### config.mk
export PLATFORM = sky130hd
export DESIGN_NAME = x86_branch_decode_and_condition_top
export DESIGN_NICKNAME = d
export VERILOG_FILES = /design/src/rtl/core/xbdc_pkg.sv /design/src/rtl/core/x86_branch_decode_and_condition_top.sv
export VERILOG_INCLUDE_DIRS = /design/src /design/src/rtl/core
export SDC_FILE = /design/constraint.sdc
export NUM_CORES = 1
export LEC_CHECK = 0
export BUFFER_PORTS_ARGS = -buffer_cell sky130_fd_sc_hd__buf_2
export CAP_MARGIN = 20
export CORE_MARGIN = 2
export CORE_UTILIZATION = 49
export CTS_BUF_LIST = sky130_fd_sc_hd__clkbuf_8 sky130_fd_sc_hd__clkbuf_16
export DETAILED_ROUTE_END_ITERATION = 8
export PLACE_DENSITY = 0.77
export SYNTH_ARGS = -nofsm -noshare
export SYNTH_HDL_FRONTEND = slang
export SYNTH_SLANG_ARGS = --single-unit
### constraint.sdc
create_clock -name clock -period 8.1 [get_ports clock]
set_input_delay 1.62 -clock clock [delete_from_list [all_inputs] [get_ports clock]]
set_output_delay 1.62 -clock clock [all_outputs]
set_load 0.05 [all_outputs]
### src/rtl/core/x86_branch_decode_and_condition_top_assert.svh
// assertion macros for the branch decoder
`ifndef X86_BRANCH_DECODE_AND_CONDITION_TOP_ASSERT_SVH
`define X86_BRANCH_DECODE_AND_CONDITION_TOP_ASSERT_SVH

`ifndef ASSERT_OFF
`define XBDC_ASSERT_IMPLIES(label, clk, rst, ante, cons) \
   label: assert property (@(posedge clk) disable iff (rst) (ante) |-> (cons)) \
      else $error("assertion failed: implication");
`define XBDC_ASSERT_NEXT(label, clk, rst, ante, cons) \
   label: assert property (@(posedge clk) disable iff (rst) (ante) |=> (cons)) \
      else $error("assertion failed: next cycle");
`else
`define XBDC_ASSERT_IMPLIES(label, clk, rst, ante, cons)
`define XBDC_ASSERT_NEXT(label, clk, rst, ante, cons)
`endif

`endif

### src/rtl/core/xbdc_pkg.sv
package xbdc_pkg;

   localparam int REQ_DATA_W = 248;
   localparam int RSP_DATA_W = 128;
   localparam int RSP_USER_W = 4;

   typedef enum logic [2:0] {
      KIND_CALL     = 3'd0,
      KIND_JUMP     = 3'd1,
      KIND_COND     = 3'd2,
      KIND_DYN_CALL = 3'd3,
      KIND_DYN_JUMP = 3'd4
   } kind_type;

   typedef enum logic [1:0] {
      COND_NOT_TAKEN = 2'd0,
      COND_TAKEN     = 2'd1,
      COND_NONE      = 2'd2
   } cond_type;

   localparam logic [4:0] REG_RIP        = 5'd16;
   localparam logic [4:0] REG_NONE_BASE  = 5'd17;
   localparam logic [4:0] REG_NONE_INDEX = 5'd16;

   localparam logic [7:0] OP_ESCAPE   = 8'h0f;
   localparam logic [7:0] OP_CALL_REL = 8'he8;
   localparam logic [7:0] OP_JMP_REL  = 8'he9;
   localparam logic [7:0] OP_JMP_SHRT = 8'heb;
   localparam logic [7:0] OP_JRCXZ    = 8'he3;
   localparam logic [7:0] OP_GRP5     = 8'hff;

   localparam logic [2:0] GRP5_CALL     = 3'd2;
   localparam logic [2:0] GRP5_CALL_FAR = 3'd3;
   localparam logic [2:0] GRP5_JMP      = 3'd4;

   localparam logic [1:0] MOD_REG = 2'd3;
   localparam logic [1:0] MOD_IND = 2'd0;
   localparam logic [2:0] RM_SIB  = 3'd4;
   localparam logic [2:0] RM_DISP = 3'd5;
   localparam logic [3:0] REX_HI  = 4'h4;
   localparam logic [3:0] IDX_NONE = 4'd4;

   localparam int CF_POS = 0;
   localparam int PF_POS = 2;
   localparam int ZF_POS = 6;
   localparam int SF_POS = 7;
   localparam int OF_POS = 11;

   typedef struct packed {
      logic [63:0] count_register;
      logic [11:0] flag_bits;
      logic [31:0] displacement_value;
      logic [31:0] immediate_value;
      logic [7:0]  sib_byte;
      logic [7:0]  modrm_byte;
      logic [7:0]  rex_byte;
      logic [7:0]  opcode_second;
      logic [7:0]  opcode_first;
      logic [3:0]  insn_length;
      logic [63:0] insn_address;
   } insn_type;

   function automatic cond_type cond_eval(input logic [7:0] op, input logic [11:0] flags,
                                          input logic rcx_zero);
      logic cf, pf, zf, sf, of, t;
      cond_type res;
      cf = flags[CF_POS];
      pf = flags[PF_POS];
      zf = flags[ZF_POS];
      sf = flags[SF_POS];
      of = flags[OF_POS];
      t = 1'b0;
      res = COND_NONE;
      unique case (op)
         8'h70: t = of;
         8'h71: t = !of;
         8'h72: t = cf;
         8'h73: t = !cf;
         8'h74: t = zf;
         8'h75: t = !zf;
         8'h76: t = cf | zf;
         8'h77: t = !cf & !zf;
         8'h78: t = sf;
         8'h79: t = !sf;
         8'h7a: t = pf;
         8'h7b: t = !pf;
         8'h7c: t = sf ^ of;
         8'h7d: t = !(sf ^ of);
         8'h7e: t = zf | (sf ^ of);
         8'h7f: t = !zf & !(sf ^ of);
         OP_JRCXZ: t = rcx_zero;
         OP_JMP_REL, OP_JMP_SHRT, OP_GRP5: t = 1'b1;
         default: res = COND_NONE;
      endcase
      if (op[7:4] == 4'h7 || op == OP_JRCXZ || op == OP_JMP_REL || op == OP_JMP_SHRT ||
          op == OP_GRP5) begin
         res = t ? COND_TAKEN : COND_NOT_TAKEN;
      end
      return res;
   endfunction

endpackage

### src/rtl/core/x86_branch_decode_and_condition_top.sv
// x86-64 branch decoder and condition evaluator
//
// req channel: one length-decoded instruction per transfer, with the flags
// and rcx current at that instruction. rsp channel: one result per request,
// in order: branch class in tuser, short-form opcode, direct target,
// condition outcome and the operands of an indirect target in tdata.
//
// an input register feeds a single pass of decode logic (a 64-bit target
// adder and a few narrow selects) that loads the result register; a request
// passes through the input register and then the result register, and one
// instruction is taken every cycle while rsp_tready stays high.
// when the receiver stalls, the result register holds its item and the
// input register still fills, after which req_tready drops until the
// result is taken; nothing is dropped or repeated.
// reset empties both registers; no state carries from one instruction to
// the next.
module x86_branch_decode_and_condition_top
   import xbdc_pkg::*;
(
   input  logic                  clock,
   input  logic                  reset,
   input  logic                  req_tvalid,
   output logic                  req_tready,
   // insn_address, insn_length, opcode_first, opcode_second, rex_byte, modrm_byte,
   // sib_byte, immediate_value, displacement_value, flag_bits, count_register
   input  logic [REQ_DATA_W-1:0] req_tdata,
   output logic                  rsp_tvalid,
   input  logic                  rsp_tready,
   // canonical_opcode, direct_target, condition_outcome, target_in_memory,
   // base_register, index_register, index_scale, target_displacement, zero pad
   output logic [RSP_DATA_W-1:0] rsp_tdata,
   // is_branch, branch_kind
   output logic [RSP_USER_W-1:0] rsp_tuser
);

`include "x86_branch_decode_and_condition_top_assert.svh"

   logic       s1_valid_ff, s1_valid_in;
   insn_type   s1_insn_ff;
   logic       out_valid_ff, out_valid_in;
   logic       out_ready;
   logic       req_take;

   logic        r_is_branch_ff, r_is_branch_in;
   kind_type    r_kind_ff, r_kind_in;
   logic [7:0]  r_canon_ff, r_canon_in;
   logic [63:0] r_target_ff, r_target_in;
   cond_type    r_cond_ff, r_cond_in;
   logic        r_in_mem_ff, r_in_mem_in;
   logic [4:0]  r_base_ff, r_base_in;
   logic [4:0]  r_index_ff, r_index_in;
   logic [3:0]  r_scale_ff, r_scale_in;
   logic [31:0] r_disp_ff, r_disp_in;

   // handshake: output register frees when empty or being read
   assign out_ready    = !out_valid_ff || rsp_tready;
   assign req_tready   = !s1_valid_ff || out_ready;
   assign req_take     = req_tvalid && req_tready;
   assign s1_valid_in  = req_take || (s1_valid_ff && !out_ready);
   assign out_valid_in = out_ready ? s1_valid_ff : out_valid_ff;

   always_ff @(posedge clock) begin
      if (reset) begin
         s1_valid_ff  <= 1'b0;
         out_valid_ff <= 1'b0;
      end else begin
         s1_valid_ff  <= s1_valid_in;
         out_valid_ff <= out_valid_in;
      end
   end

   always_ff @(posedge clock) begin
      if (req_take) begin
         s1_insn_ff <= insn_type'(req_tdata);
      end
   end

   // decode
   logic       rex_b, rex_x;
   logic [1:0] modf;
   logic [2:0] regf, rmf;
   logic       dynamic;
   logic [3:0] sidx;

   always_comb begin
      rex_b = 1'b0;
      rex_x = 1'b0;
      if (s1_insn_ff.rex_byte[7:4] == REX_HI) begin
         rex_b = s1_insn_ff.rex_byte[0];
         rex_x = s1_insn_ff.rex_byte[1];
      end
      modf = s1_insn_ff.modrm_byte[7:6];
      regf = s1_insn_ff.modrm_byte[5:3];
      rmf  = s1_insn_ff.modrm_byte[2:0];
      sidx = {rex_x, s1_insn_ff.sib_byte[5:3]};

      r_is_branch_in = 1'b1;
      r_kind_in      = KIND_CALL;
      r_canon_in     = s1_insn_ff.opcode_first;
      r_target_in    = s1_insn_ff.insn_address + {60'd0, s1_insn_ff.insn_length}
                       + {{32{s1_insn_ff.immediate_value[31]}}, s1_insn_ff.immediate_value};
      dynamic        = 1'b0;

      priority if (s1_insn_ff.opcode_first == OP_CALL_REL) begin
         r_kind_in = KIND_CALL;
      end else if (s1_insn_ff.opcode_first == OP_JMP_REL ||
                   s1_insn_ff.opcode_first == OP_JMP_SHRT) begin
         r_kind_in = KIND_JUMP;
      end else if (s1_insn_ff.opcode_first == OP_JRCXZ ||
                   s1_insn_ff.opcode_first[7:4] == 4'h7) begin
         r_kind_in = KIND_COND;
      end else if (s1_insn_ff.opcode_first == OP_ESCAPE &&
                   s1_insn_ff.opcode_second[7:4] == 4'h8) begin
         // near jcc maps onto its short form
         r_kind_in  = KIND_COND;
         r_canon_in = {4'h7, s1_insn_ff.opcode_second[3:0]};
      end else if (s1_insn_ff.opcode_first == OP_GRP5 &&
                   (regf == GRP5_CALL || regf == GRP5_CALL_FAR)) begin
         r_kind_in = KIND_DYN_CALL;
         dynamic   = 1'b1;
      end else if (s1_insn_ff.opcode_first == OP_GRP5 && regf == GRP5_JMP) begin
         r_kind_in = KIND_DYN_JUMP;
         dynamic   = 1'b1;
      end else begin
         r_is_branch_in = 1'b0;
         r_canon_in     = 8'd0;
         r_target_in    = 64'd0;
      end

      r_in_mem_in = 1'b0;
      r_base_in   = REG_NONE_BASE;
      r_index_in  = REG_NONE_INDEX;
      r_scale_in  = 4'd0;
      r_disp_in   = 32'd0;
      if (dynamic) begin
         r_target_in = 64'd0;
         r_base_in   = {1'b0, rex_b, rmf};
         r_disp_in   = s1_insn_ff.displacement_value;
         if (modf != MOD_REG) begin
            r_in_mem_in = 1'b1;
            if (modf == MOD_IND && rmf == RM_DISP) begin
               r_base_in = REG_RIP;
            end else if (rmf == RM_SIB) begin
               // sib addressing: base, optional index and scale
               r_base_in = {1'b0, rex_b, s1_insn_ff.sib_byte[2:0]};
               if (s1_insn_ff.sib_byte[2:0] == RM_DISP && modf == MOD_IND) begin
                  r_base_in = REG_NONE_BASE;
               end
               r_index_in = (sidx == IDX_NONE) ? REG_NONE_INDEX : {1'b0, sidx};
               r_scale_in = 4'd1 << s1_insn_ff.sib_byte[7:6];
            end
         end
      end

      r_cond_in = r_is_branch_in
                  ? cond_eval(r_canon_in, s1_insn_ff.flag_bits,
                              s1_insn_ff.count_register == 64'd0)
                  : COND_NONE;
   end

   always_ff @(posedge clock) begin
      if (out_ready && s1_valid_ff) begin
         r_is_branch_ff <= r_is_branch_in;
         r_kind_ff      <= r_kind_in;
         r_canon_ff     <= r_canon_in;
         r_target_ff    <= r_target_in;
         r_cond_ff      <= r_cond_in;
         r_in_mem_ff    <= r_in_mem_in;
         r_base_ff      <= r_base_in;
         r_index_ff     <= r_index_in;
         r_scale_ff     <= r_scale_in;
         r_disp_ff      <= r_disp_in;
      end
   end

   assign rsp_tvalid = out_valid_ff;
   assign rsp_tuser  = {r_kind_ff, r_is_branch_ff};
   assign rsp_tdata  = {7'd0, r_disp_ff, r_scale_ff, r_index_ff, r_base_ff, r_in_mem_ff,
                        r_cond_ff, r_target_ff, r_canon_ff};

   `XBDC_ASSERT_NEXT(a_pass_to_output, clock, reset, s1_valid_ff && out_ready, out_valid_ff)
   `XBDC_ASSERT_IMPLIES(a_scale_onehot, clock, reset, out_valid_ff, $onehot0(r_scale_ff))
   `XBDC_ASSERT_IMPLIES(a_non_branch_defaults, clock, reset, out_valid_ff && !r_is_branch_ff,
      r_cond_ff == COND_NONE && r_base_ff == REG_NONE_BASE && r_target_ff == 64'd0)
   `XBDC_ASSERT_IMPLIES(a_dynamic_no_target, clock, reset,
      out_valid_ff && (r_kind_ff == KIND_DYN_CALL || r_kind_ff == KIND_DYN_JUMP),
      r_target_ff == 64'd0 && r_cond_ff == COND_TAKEN)
   `XBDC_ASSERT_IMPLIES(a_register_operand, clock, reset,
      out_valid_ff && r_is_branch_ff && !r_in_mem_ff,
      r_index_ff == REG_NONE_INDEX && r_scale_ff == 4'd0)

endmodule

==> results of run 1 <==
## routing by layer
| layer | up-vias | wire length, um | track usage, % |
|---|---|---|---|
| met1 | 5102 | 15000 | 26.21 |
| met2 | 434 | 17990 | 35.24 |
| met4 | 8 | 1210 | 8.504 |
| met5 | - | 44 | 0 |
| li1 | 5285 | - | - |
| met3 | 86 | 2623 | 4.731 |
## critical path, stage by stage (launching register included)
cell                       delay (ns)
sky130_fd_sc_hd__edfxtp_1        0.41
sky130_fd_sc_hd__fa_1            0.50
sky130_fd_sc_hd__ha_1            0.24
sky130_fd_sc_hd__fa_1            0.43
sky130_fd_sc_hd__a21oi_1         0.16
sky130_fd_sc_hd__o21ai_0         0.20
sky130_fd_sc_hd__a211oi_1        0.53
sky130_fd_sc_hd__o31ai_1         0.27
sky130_fd_sc_hd__a21oi_1         0.49
sky130_fd_sc_hd__o21ai_2         0.18
sky130_fd_sc_hd__a211oi_2        0.32
sky130_fd_sc_hd__o21ai_0         0.19
sky130_fd_sc_hd__xnor2_1         0.16
sky130_fd_sc_hd__nor2_1          0.05
## layout by cell type, fill, tap and decap left out, types with 6 or more instances in the layout
master	Yosys	layout
sky130_fd_sc_hd__buf_2	4	369
sky130_fd_sc_hd__clkbuf_16	0	41
sky130_fd_sc_hd__buf_4	10	8
sky130_fd_sc_hd__clkinv_2	0	9
sky130_fd_sc_hd__nand3_1	19	19
sky130_fd_sc_hd__a211oi_1	6	6
sky130_fd_sc_hd__diode_2	0	8
sky130_fd_sc_hd__o21bai_1	13	13
sky130_fd_sc_hd__nand4_1	14	14
sky130_fd_sc_hd__ha_1	121	121
sky130_fd_sc_hd__nor3_1	16	16
sky130_fd_sc_hd__nand2_1	61	61
sky130_fd_sc_hd__a21oi_1	74	74
sky130_fd_sc_hd__inv_1	18	24
sky130_fd_sc_hd__xor2_1	24	24
sky130_fd_sc_hd__o21a_1	9	9
sky130_fd_sc_hd__and2_1	38	37
sky130_fd_sc_hd__conb_1	1	7
sky130_fd_sc_hd__a31oi_1	10	10
sky130_fd_sc_hd__or3_1	10	10
sky130_fd_sc_hd__a21o_1	44	44
sky130_fd_sc_hd__and3_1	9	9
sky130_fd_sc_hd__nor2_1	98	97
sky130_fd_sc_hd__xnor2_1	34	34
sky130_fd_sc_hd__nor2b_1	14	13
sky130_fd_sc_hd__edfxtp_1	364	364
sky130_fd_sc_hd__nor4_1	19	19
sky130_fd_sc_hd__clkinv_1	0	7
sky130_fd_sc_hd__o21ai_0	32	32
## Yosys cell counts (10+ instances only)
cell	number
sky130_fd_sc_hd__xor2_1	24
sky130_fd_sc_hd__o21ai_0	32
sky130_fd_sc_hd__clkbuf_1	24
sky130_fd_sc_hd__nor2b_1	14
sky130_fd_sc_hd__nand3_1	19
sky130_fd_sc_hd__a21oi_1	74
sky130_fd_sc_hd__edfxtp_1	364
sky130_fd_sc_hd__a21o_1	44
sky130_fd_sc_hd__o21bai_1	13
sky130_fd_sc_hd__nand4_1	14
sky130_fd_sc_hd__buf_4	10
sky130_fd_sc_hd__nor2_1	98
sky130_fd_sc_hd__inv_1	18
sky130_fd_sc_hd__ha_1	121
sky130_fd_sc_hd__nor4_1	19
sky130_fd_sc_hd__or3_1	10
sky130_fd_sc_hd__nand2_1	61
sky130_fd_sc_hd__a31oi_1	10
sky130_fd_sc_hd__and2_1	38
sky130_fd_sc_hd__nor3_1	16
sky130_fd_sc_hd__xnor2_1	34
## cell families after synthesis
group	synth area share [%]
compound gates	9.613
xor+xnor	3.047
fa+ha+maj	9.680
buf+inv	1.546
flops	65.80
mux	0.3827
other cells	0.02249
simple gates	9.913
## final timing paths
check | end | depth (start not counted)
hold / removal | r_disp_ff[1] | 1
setup / recovery | r_target_ff[63] | 13
setup reg to reg | r_target_ff[63] | 13
hold reg to reg | r_disp_ff[1] | 1
## registers in the layout, summed over array words and instances (netlist names)
name and count:
s1_insn_ff 231, r_target_ff 64, r_disp_ff 32, r_canon_ff 8, r_base_ff 5, r_index_ff 5
r_scale_ff 4, r_kind_ff 3, regf 3, rmf 3, modf 2, r_cond_ff 2
r_in_mem_ff 1, r_is_branch_ff 1, rsp_tvalid 1, s1_valid_ff 1
## stage by stage
step	worst slack, ns	utilization, %	hold WS (ns)	cells
after global routing	3.426	60.43	0.5368	2050
after global placement	3.804	56.63	0.4973	1973
after detailed placement	3.778	56.63	0.5024	1973
after floorplan	0.2479	-	0.4778	1187
final	3.702	60.44	0.5140	2051
after CTS	3.754	60.38	0.5172	2043
## power breakdown
group	switching, uW	internal, uW	leakage (uW)	total, uW
Combinational	482	265	0.00417	747
Sequential	35.8	2200	0.00346	2240
Clock	719	1020	0.000648	1730
## final cells by class
class | count | area, um2
fill | 2631 | 13270
sequential | 366 | 10970
multi-input combinational | 764 | 5485
timing repair buffer | 377 | 1907
clock buffer | 41 | 1026
tap | 448 | 560.5
clock inverter | 29 | 230.2
inverter | 18 | 67.56
antenna | 8 | 20.02
==> results.py, run 1 <==
metrics = {
    "yosys": {
        "yosys_register_bits": 366,
        "postSynthCellCount": 1181,
        "synth_top_cells_by_area": "sky130_fd_sc_hd__edfxtp_1 66%, sky130_fd_sc_hd__ha_1 9.1%, sky130_fd_sc_hd__a21oi_1 2.2%, sky130_fd_sc_hd__nor2_1 2.2%, sky130_fd_sc_hd__a21o_1 2.0%",
        "synth.yosys.seq_area_share_pct": 65.80,
        "synth_area_per_cell_um2": 14.12,
        "synth_top_area_share_pct": 65.56,
        "async_flop_share_pct": 0,
        "warnings_synthesis": 0,
        "netlist_area_um2": 16670,
        "synth_area_leader_cell": "sky130_fd_sc_hd__edfxtp_1",
        "dominantRegCellSynth": "sky130_fd_sc_hd__edfxtp_1",
        "post_synth_num_cell_types": 73,
        "synth_edf_count": 364,
    },
    "floorplanning": {
        "initial_utilization_pct": 49.72,
        "die_area_um2": 35520,
        "design.core.area_um2": 33530,
        "die_h_um": 188.5,
        "ioPinCount": 386,
        "std_cell_rows": 67,
        "die_width_um": 188.5,
    },
    "critical_path": {
        "highest_fanout_seen_on_the_critical_path": 4,
        "critPathRequiredTime_ns": 8.36,
        "element_type_at_the_critical_path_start": "register",
        "critical_path.reg2reg.startpoint": "s1_insn_ff[1]",
        "timing.critical_path.to_type": "register",
        "r2r_slack_ns": 3.70,
        "critPathArrivalTime_ns": 4.66,
        "critical_path_class": "reg2reg",
        "setup.worst_path.start": "s1_insn_ff[1]",
    },
    "min_path": {
        "hp-class": "reg2reg",
        "hold_start": "s1_insn_ff[141]",
    },
    "routing": {
        "wl_um": 36880,
        "detail-route-antenna-nets": 0,
        "post_drt_via_cell_ratio": 5.322,
        "detail_route.wl_per_cell_um": 17.98,
        "drtIter0Drc": 658,
        "routed-via-count": 10920,
        "drc_errors": 0,
        "drt_pre_antenna_iters": 5,
    },
    "cells_and_area": {
        "final_nets": 1944,
        "fin_area_um2": 20270,
        "share_of_final_layout_standard_cells_stronger_than_drive_strength_1_pct": 28.65,
        "area_delta_synth_final_pct": 21.55,
    },
    "cts": {
        "cts_made_buffers": 39,
        "ctsHtreeMaxLevel": 2,
        "maximum_clock_path_buffer_count": 3,
        "clkTransAtPathRegs_ns": 0.06,
        "cts_root_buffer": "sky130_fd_sc_hd__clkbuf_16",
        "post_cts_hold_buffer_count": 0,
        "worst_skew_pair.late_latency_ns": 0.55,
        "cts_tree": "yes",
        "cts_repair_resize_count": 0,
        "cts_setup_buffers": 0,
        "cts.sink_count": 366,
    },
    "sta": {
        "tightestPinTransition_ns": 0.9036,
        "totalNegativeSetupSlack_ns": 0,
        "achievable-frequency_mhz": 227.4,
        "layout_worst_path_cycle_share_pct": 54.29,
        "grt_setup_unrepaired": "false",
        "timing.final.hold_violations": 0,
        "slew_headroom_pct": 39.76,
        "worst_clock_skew_ns": 0.01744,
        "slew_viol_final": 0,
        "finalCriticalPeriod_ns": 4.398,
        "timing.final.setup_violations": 0,
    },
    "place": {
        "dp_hpwl_um": 27020,
        "portBuffers": 369,
        "place.gp.congestion": 0.8764,
        "placedInstanceArea_um2": 18990,
    },
    "run_status": {
        "status": "finished clean",
    },
    "global_route": {
        "first_global_vias": 11060,
        "number_of_antenna_violations_at_the_first_check_in_global_routing": 15,
        "grt_first_pass_wirelength_um": 57850,
        "final_global_route_overflow_total": 0,
        "grt_max_degree": 72,
        "grt_use_total_pct": 20.91,
    },
    "pwr": {
        "power.density_nw_per_um2": 233.0,
        "leakage_uw": 0.008274,
        "largest_vdd_supply_drop_uv": 200.7,
        "pnr_total_power_uw": 4722,
    },
    "flow_run": {
        "max_capacitance_violation_count": 0,
    },
}
(Power assumes the default switching activity.)
==> run 2, diff against run 1 <==
--- a/config.mk
+++ b/config.mk
@@ -9,10 +9,10 @@
 export BUFFER_PORTS_ARGS = -buffer_cell sky130_fd_sc_hd__buf_2
 export CAP_MARGIN = 20
 export CORE_MARGIN = 2
-export CORE_UTILIZATION = 49
+export CORE_UTILIZATION = 54
 export CTS_BUF_LIST = sky130_fd_sc_hd__clkbuf_8 sky130_fd_sc_hd__clkbuf_16
 export DETAILED_ROUTE_END_ITERATION = 8
-export PLACE_DENSITY = 0.77
+export PLACE_DENSITY = 0.8
 export SYNTH_ARGS = -nofsm -noshare
 export SYNTH_HDL_FRONTEND = slang
 export SYNTH_SLANG_ARGS = --single-unit
==> constraint.sdc (replaced) <==
create_clock -name clock -period 4.4 [get_ports clock]
set_input_delay 0.88 -clock clock [delete_from_list [all_inputs] [get_ports clock]]
set_output_delay 0.88 -clock clock [all_outputs]
set_load 0.05 [all_outputs]
==> run 2 against run 1 <==
- first-iteration DRC count is 16% higher
- non-clock buffer count is 5 higher
- sequential power is 84% higher
- design area is 0.24% higher
- power is 87% higher
- global-route usage is 2.9 points higher
- maximum frequency is 6.1% higher
- hold slack worse by 0.0046 ns
- critical path type unchanged
- critical endpoint is now r_target_ff[57]
- largest cell class unchanged
==> results.py, run 2 (synthesis gave the netlist of run 1 again) <==
metrics = {
    "critical_path": {
        "r2r_slack_ns": 0.26,
        "critPathArrivalTime_ns": 4.48,
        "element_type_at_the_critical_path_start": "register",
        "reg2reg_depth": 13,
        "critical_path.reg2reg.startpoint": "s1_insn_ff[1]",
        "critical_path_class": "reg2reg",
        "endpoint_of_the_most_critical_setup_path": "r_target_ff[57]",
        "highest_fanout_seen_on_the_critical_path": 3,
        "critPathRequiredTime_ns": 4.74,
        "timing.critical_path.to_type": "register",
        "reg_to_reg_critical_path_endpoint": "r_target_ff[57]",
        "setup.worst_path.start": "s1_insn_ff[1]",
    },
    "routing": {
        "top_layer_used": "met5",
        "met2RoutedLength_um": 19430,
        "dr_wl_met3_um": 3389,
        "post_drt_via_cell_ratio": 5.580,
        "wl_met1_um": 14720,
        "drt_pre_antenna_iters": 5,
        "detail-route-antenna-nets": 0,
        "wl_um": 38770,
        "drc_errors": 0,
        "drtIter0Drc": 760,
        "detail_route.wl_per_cell_um": 19.39,
        "routed-via-count": 11160,
    },
    "cts": {
        "post_cts_hold_buffer_count": 0,
        "ctsHtreeMaxLevel": 2,
        "cts_root_buffer": "sky130_fd_sc_hd__clkbuf_16",
        "maximum_clock_path_buffer_count": 3,
        "cts.sink_count": 366,
        "cts_repair_resize_count": 0,
        "cts_tree": "yes",
        "cts_made_buffers": 38,
        "cts_setup_buffers": 0,
        "worst_skew_pair.late_latency_ns": 0.54,
        "clkTransAtPathRegs_ns": 0.07,
    },
    "pwr": {
        "power.density_nw_per_um2": 434.5,
        "leakage_uw": 0.008312,
        "largest_vdd_supply_drop_uv": 375.4,
    },
    "sta": {
        "slew_headroom_pct": 45.79,
        "final.hold.worst_slack_ns": 0.5094,
        "achievable-frequency_mhz": 241.3,
        "layout_worst_path_cycle_share_pct": 94.20,
        "timing.final.hold_violations": 0,
        "worst_clock_skew_ns": 0.02921,
        "slew_viol_final": 0,
        "totalNegativeSetupSlack_ns": 0,
        "tightestPinTransition_ns": 0.8131,
        "grt_setup_unrepaired": "false",
        "timing.final.setup_violations": 0,
        "finalCriticalPeriod_ns": 4.145,
        "setup_ws_ns": 0.2553,
    },
    "cells_and_area": {
        "biggestRegsByFlops": "s1_insn_ff x231, r_target_ff x64, r_disp_ff x32",
        "layout_common_cells": "369 x sky130_fd_sc_hd__buf_2, 364 x sky130_fd_sc_hd__edfxtp_1, 121 x sky130_fd_sc_hd__ha_1",
        "share_of_final_layout_standard_cells_stronger_than_drive_strength_1_pct": 29.04,
        "most_common_cell_after_layout_fill_and_taps_aside": "sky130_fd_sc_hd__buf_2",
        "n_fill_cell": 2152,
        "finish.cell_count_without_fillers": 1999,
        "sequential_cell_area_um2": 10970,
        "top_register": "s1_insn_ff",
        "area_delta_synth_final_pct": 21.84,
        "final_core_utilization_pct": 66.59,
        "total_area_of_multi_input_combinational_cells_um2": 5498,
        "largest_reg_flops": 231,
        "final_nets": 1948,
    },
    "global_route": {
        "grt_max_degree": 126,
        "grt_use_total_pct": 23.77,
        "final_global_route_overflow_total": 0,
        "grt_first_pass_wirelength_um": 60460,
        "number_of_antenna_violations_at_the_first_check_in_global_routing": 13,
        "first_global_vias": 11370,
    },
    "floorplanning": {
        "ioPinCount": 386,
        "initial_utilization_pct": 54.65,
        "die_h_um": 179.7,
        "std_cell_rows": 64,
        "die_width_um": 179.7,
        "design.core.area_um2": 30510,
        "die_area_um2": 32300,
    },
    "place": {
        "placed_cells_incl_taps": 1926,
        "place_ws_ns": 0.2050,
        "portBuffers": 369,
        "place.gp.congestion": 0.8881,
        "dp_hpwl_um": 28460,
    },
    "run_status": {
        "status": "finished clean",
    },
    "flow_run": {
        "max_capacitance_violation_count": 0,
    },
    "min_path": {
        "hp-class": "in2reg",
    },
}
run 2: area by class of cell:
| class | instances | share of cell area, % |
|---|---|---|
| Inverter | 18 | 0.3326 |
| Tap cell | 396 | 2.439 |
| Multi-Input combinational cell | 764 | 27.06 |
| Antenna cell | 5 | 0.06159 |
| Sequential cell | 366 | 54.00 |
| Clock inverter | 30 | 1.669 |
| Clock buffer | 38 | 4.681 |
| Timing Repair Buffer | 382 | 9.756 |
run 2: layer usage:
| metal | vias up | global-route usage, % |
|---|---|---|
| li1 | 5288 | - |
| met3 | 89 | 6.848 |
| met4 | 16 | 7.902 |
| met2 | 481 | 41.72 |
| met1 | 5281 | 28.12 |
| met5 | - | 0 |
run 2: worst max-delay path, cell delays in order (launching register included):
cell and delay, ns:
sky130_fd_sc_hd__edfxtp_1 0.39, sky130_fd_sc_hd__fa_1 0.57, sky130_fd_sc_hd__ha_1 0.20, sky130_fd_sc_hd__fa_1 0.25, sky130_fd_sc_hd__a21oi_1 0.10, sky130_fd_sc_hd__o21ai_0 0.45
sky130_fd_sc_hd__a211o_1 0.26, sky130_fd_sc_hd__a31oi_1 0.13, sky130_fd_sc_hd__o21ai_0 0.43, sky130_fd_sc_hd__a41oi_2 0.27, sky130_fd_sc_hd__nor3_1 0.40, sky130_fd_sc_hd__o21a_1 0.23
sky130_fd_sc_hd__nor3_1 0.06, sky130_fd_sc_hd__nor3_1 0.22
run 2: where the power goes:
| group | internal (uW) | switching [uW] |
|---|---|---|
| clock network | 1950 | 1340 |
| registers | 4050 | 65.5 |
| logic | 505 | 912 |
run 2: how the worst min path moves through the flow:
stage | end | start | cells past startpoint
5_1_grt | s1_insn_ff[150] | req_tdata[150] | 1
6_report | s1_insn_ff[174] | req_tdata[174] | 1
2_1_floorplan | rsp_tvalid | s1_valid_ff | 2
3_5_place_dp | r_disp_ff[7] | s1_insn_ff[147] | 1
4_1_cts | s1_valid_ff | reset | 2
3_3_place_gp | r_disp_ff[27] | s1_insn_ff[167] | 1
run 2: stage by stage:
step / instance area, um2 / power [uW]
2_1_floorplan: 16710 / 5179
3_3_place_gp: 19000 / 5553
3_5_place_dp: 19000 / 5589
4_1_cts: 20290 / 8878
5_1_grt: 20310 / 9179
6_report: 20320 / 8826
==> run 3, diff against run 2 <==
--- a/config.mk
+++ b/config.mk
@@ -9,10 +9,10 @@
 export BUFFER_PORTS_ARGS = -buffer_cell sky130_fd_sc_hd__buf_2
 export CAP_MARGIN = 20
 export CORE_MARGIN = 2
-export CORE_UTILIZATION = 54
+export CORE_UTILIZATION = 59
 export CTS_BUF_LIST = sky130_fd_sc_hd__clkbuf_8 sky130_fd_sc_hd__clkbuf_16
 export DETAILED_ROUTE_END_ITERATION = 8
-export PLACE_DENSITY = 0.8
+export PLACE_DENSITY = 0.86
 export SYNTH_ARGS = -nofsm -noshare
 export SYNTH_HDL_FRONTEND = slang
 export SYNTH_SLANG_ARGS = --single-unit
==> constraint.sdc (replaced) <==
create_clock -name clock -period 5.28 [get_ports clock]
set_input_delay 1.056 -clock clock [delete_from_list [all_inputs] [get_ports clock]]
set_output_delay 1.056 -clock clock [all_outputs]
set_load 0.05 [all_outputs]
==> run 3 against run 2 <==
- sequential share of layout area is 0.31 points higher
- combinational power is 19% lower
- design area shrank 0.58%
- via count down 0.72%
- non-clock buffer count down 7
- critical path type unchanged
==> results.py, run 3 (synthesis gave the netlist of run 1 again) <==
metrics = {
    "cells_and_area": {
        "most_common_cell_after_layout_fill_and_taps_aside": "sky130_fd_sc_hd__buf_2",
        "finish.cell_count_without_fillers": 1972,
        "layout_common_cells": "369 x sky130_fd_sc_hd__buf_2, 364 x sky130_fd_sc_hd__edfxtp_1, 121 x sky130_fd_sc_hd__ha_1",
        "largest_reg_flops": 231,
        "area_delta_synth_final_pct": 21.14,
        "biggestRegsByFlops": "s1_insn_ff x231, r_target_ff x64, r_disp_ff x32",
        "top_register": "s1_insn_ff",
        "share_of_final_layout_standard_cells_stronger_than_drive_strength_1_pct": 28.65,
        "final_nets": 1941,
    },
    "sta": {
        "totalNegativeSetupSlack_ns": 0,
        "worst_clock_skew_ns": 0.02086,
        "grt_setup_unrepaired": "false",
        "slew_viol_final": 0,
        "timing.final.hold_violations": 0,
        "layout_worst_path_cycle_share_pct": 88.70,
        "timing.final.setup_violations": 0,
        "tightestPinTransition_ns": 0.9311,
        "finalCriticalPeriod_ns": 4.684,
        "achievable-frequency_mhz": 213.5,
        "slew_headroom_pct": 37.80,
    },
    "cts": {
        "cts_repair_resize_count": 0,
        "ctsHtreeMaxLevel": 2,
        "cts_root_buffer": "sky130_fd_sc_hd__clkbuf_16",
        "cts.sink_count": 366,
        "maximum_clock_path_buffer_count": 3,
        "cts_setup_buffers": 0,
        "cts_made_buffers": 38,
        "clkTransAtPathRegs_ns": 0.06,
        "cts_tree": "yes",
        "post_cts_hold_buffer_count": 0,
        "worst_skew_pair.late_latency_ns": 0.53,
    },
    "floorplanning": {
        "initial_utilization_pct": 60.02,
        "design.core.area_um2": 27780,
        "ioPinCount": 386,
        "std_cell_rows": 61,
        "die_width_um": 172.1,
        "die_area_um2": 29620,
        "die_h_um": 172.1,
    },
    "flow_run": {
        "max_capacitance_violation_count": 0,
    },
    "global_route": {
        "final_global_route_overflow_total": 0,
        "grt_use_total_pct": 24.70,
        "grt_max_degree": 141,
        "grt_first_pass_wirelength_um": 56270,
        "first_global_vias": 11150,
        "number_of_antenna_violations_at_the_first_check_in_global_routing": 11,
    },
    "place": {
        "placed_cells_incl_taps": 1901,
        "dp_hpwl_um": 27140,
        "place.gp.congestion": 0.9008,
        "portBuffers": 369,
    },
    "pwr": {
        "power.share.clock_pct": 36.9,
        "power.density_nw_per_um2": 360.1,
        "p_sw_uw": 1888,
        "sequentialPowerShare_pct": 47.2,
        "leakage_uw": 0.008261,
        "largest_vdd_supply_drop_uv": 357.7,
        "pwr-share-comb_pct": 15.9,
        "intPower_uw": 5385,
        "sw_frac_of_total_pct": 25.96,
    },
    "critical_path": {
        "element_type_at_the_critical_path_start": "register",
        "setup.worst_path.start": "s1_insn_ff[1]",
        "critical_path.reg2reg.startpoint": "s1_insn_ff[1]",
        "endpoint_of_the_most_critical_setup_path": "r_target_ff[63]",
        "r2r_slack_ns": 0.60,
        "reg2reg_depth": 13,
        "critPathArrivalTime_ns": 4.92,
        "reg_to_reg_critical_path_endpoint": "r_target_ff[63]",
        "highest_fanout_seen_on_the_critical_path": 4,
        "critPathRequiredTime_ns": 5.52,
        "critical_path_class": "reg2reg",
        "timing.critical_path.to_type": "register",
    },
    "run_status": {
        "status": "finished clean",
    },
    "min_path": {
        "hp-class": "reg2reg",
        "hold_start": "s1_insn_ff[168]",
    },
    "routing": {
        "drc_errors": 0,
        "post_drt_via_cell_ratio": 5.616,
        "wl_um": 37200,
        "detail-route-antenna-nets": 0,
        "drt_pre_antenna_iters": 6,
        "detail_route.wl_per_cell_um": 18.86,
        "routed-via-count": 11080,
        "drtIter0Drc": 657,
    },
}
run 3: changes by cell type in the layout (fill, tap and decap cells not counted), sizes merged:
| cell | before | now |
|---|---|---|
| buf | 382 | 375 |
| clkinvlp | 2 | 0 |
| inv | 25 | 23 |
| bufinv | 6 | 5 |
| clkbuf | 38 | 39 |
| clkinv | 15 | 16 |
| diode | 5 | 6 |
run 3: cell type report:
class                   instances  area [um2]
clock inverters                26       281.5
flip-flops and latches        366       10970
repair buffers                375        1929
multi-input cells             764        5485
well taps                     378       473.0
diodes                          6       15.01
clock buffers                  39       975.9
fillers                      1812        7584
inverters                      18       67.56
run 3: stage by stage:
step                cell area [um2]  hold WS (ns)  power, uW  setup WS, ns  util [%]
global placement              18930        0.4942       4595        0.9497     68.12
global route                  20190        0.5406       7538        0.3514     72.66
detailed placement            18930        0.5022       4630        0.7543     68.12
finish                        20200        0.5156       7273        0.5965     72.70
CTS                           20180        0.5156       7313        0.6632     72.65
floorplan                     16700        0.4773       4323        0.3024         -
run 3: per-layer routing:
| metal | routed length, um | GRT usage (%) |
|---|---|---|
| met5 | 79 | 0 |
| met1 | 13720 | 28.61 |
| met4 | 1284 | 8.696 |
| met3 | 3465 | 7.988 |
| met2 | 18650 | 43.25 |
run 3: power by group through the flow:
stage / Clock (uW) / Sequential (uW) / Combinational (uW)
3_5_place_dp: 0 / 3490 / 1140
5_1_grt: 2830 / 3450 / 1260
3_3_place_gp: 0 / 3480 / 1110
4_1_cts: 2730 / 3430 / 1150
6_report: 2690 / 3430 / 1150
2_1_floorplan: 0 / 3670 / 649
run 3: worst min path at each step:
stage / endpoint / cells past startpoint
global route: r_disp_ff[4] / 1
CTS: r_disp_ff[0] / 1
floorplan: rsp_tvalid / 2
detailed placement: r_disp_ff[21] / 1
finish: r_disp_ff[28] / 1
global placement: rsp_tvalid / 2
run 3: worst max-delay path: stages, from the launching register on:
cell                       delay, ns
sky130_fd_sc_hd__edfxtp_1       0.40
sky130_fd_sc_hd__fa_1           0.56
sky130_fd_sc_hd__ha_1           0.20
sky130_fd_sc_hd__fa_1           0.27
sky130_fd_sc_hd__a21oi_1        0.11
sky130_fd_sc_hd__o21ai_0        0.51
sky130_fd_sc_hd__a211oi_1       0.25
sky130_fd_sc_hd__o31ai_1        0.78
sky130_fd_sc_hd__a21oi_1        0.36
sky130_fd_sc_hd__o21ai_2        0.35
sky130_fd_sc_hd__a211oi_2       0.15
sky130_fd_sc_hd__o21ai_0        0.23
sky130_fd_sc_hd__xnor2_1        0.15
sky130_fd_sc_hd__nor2_1         0.06
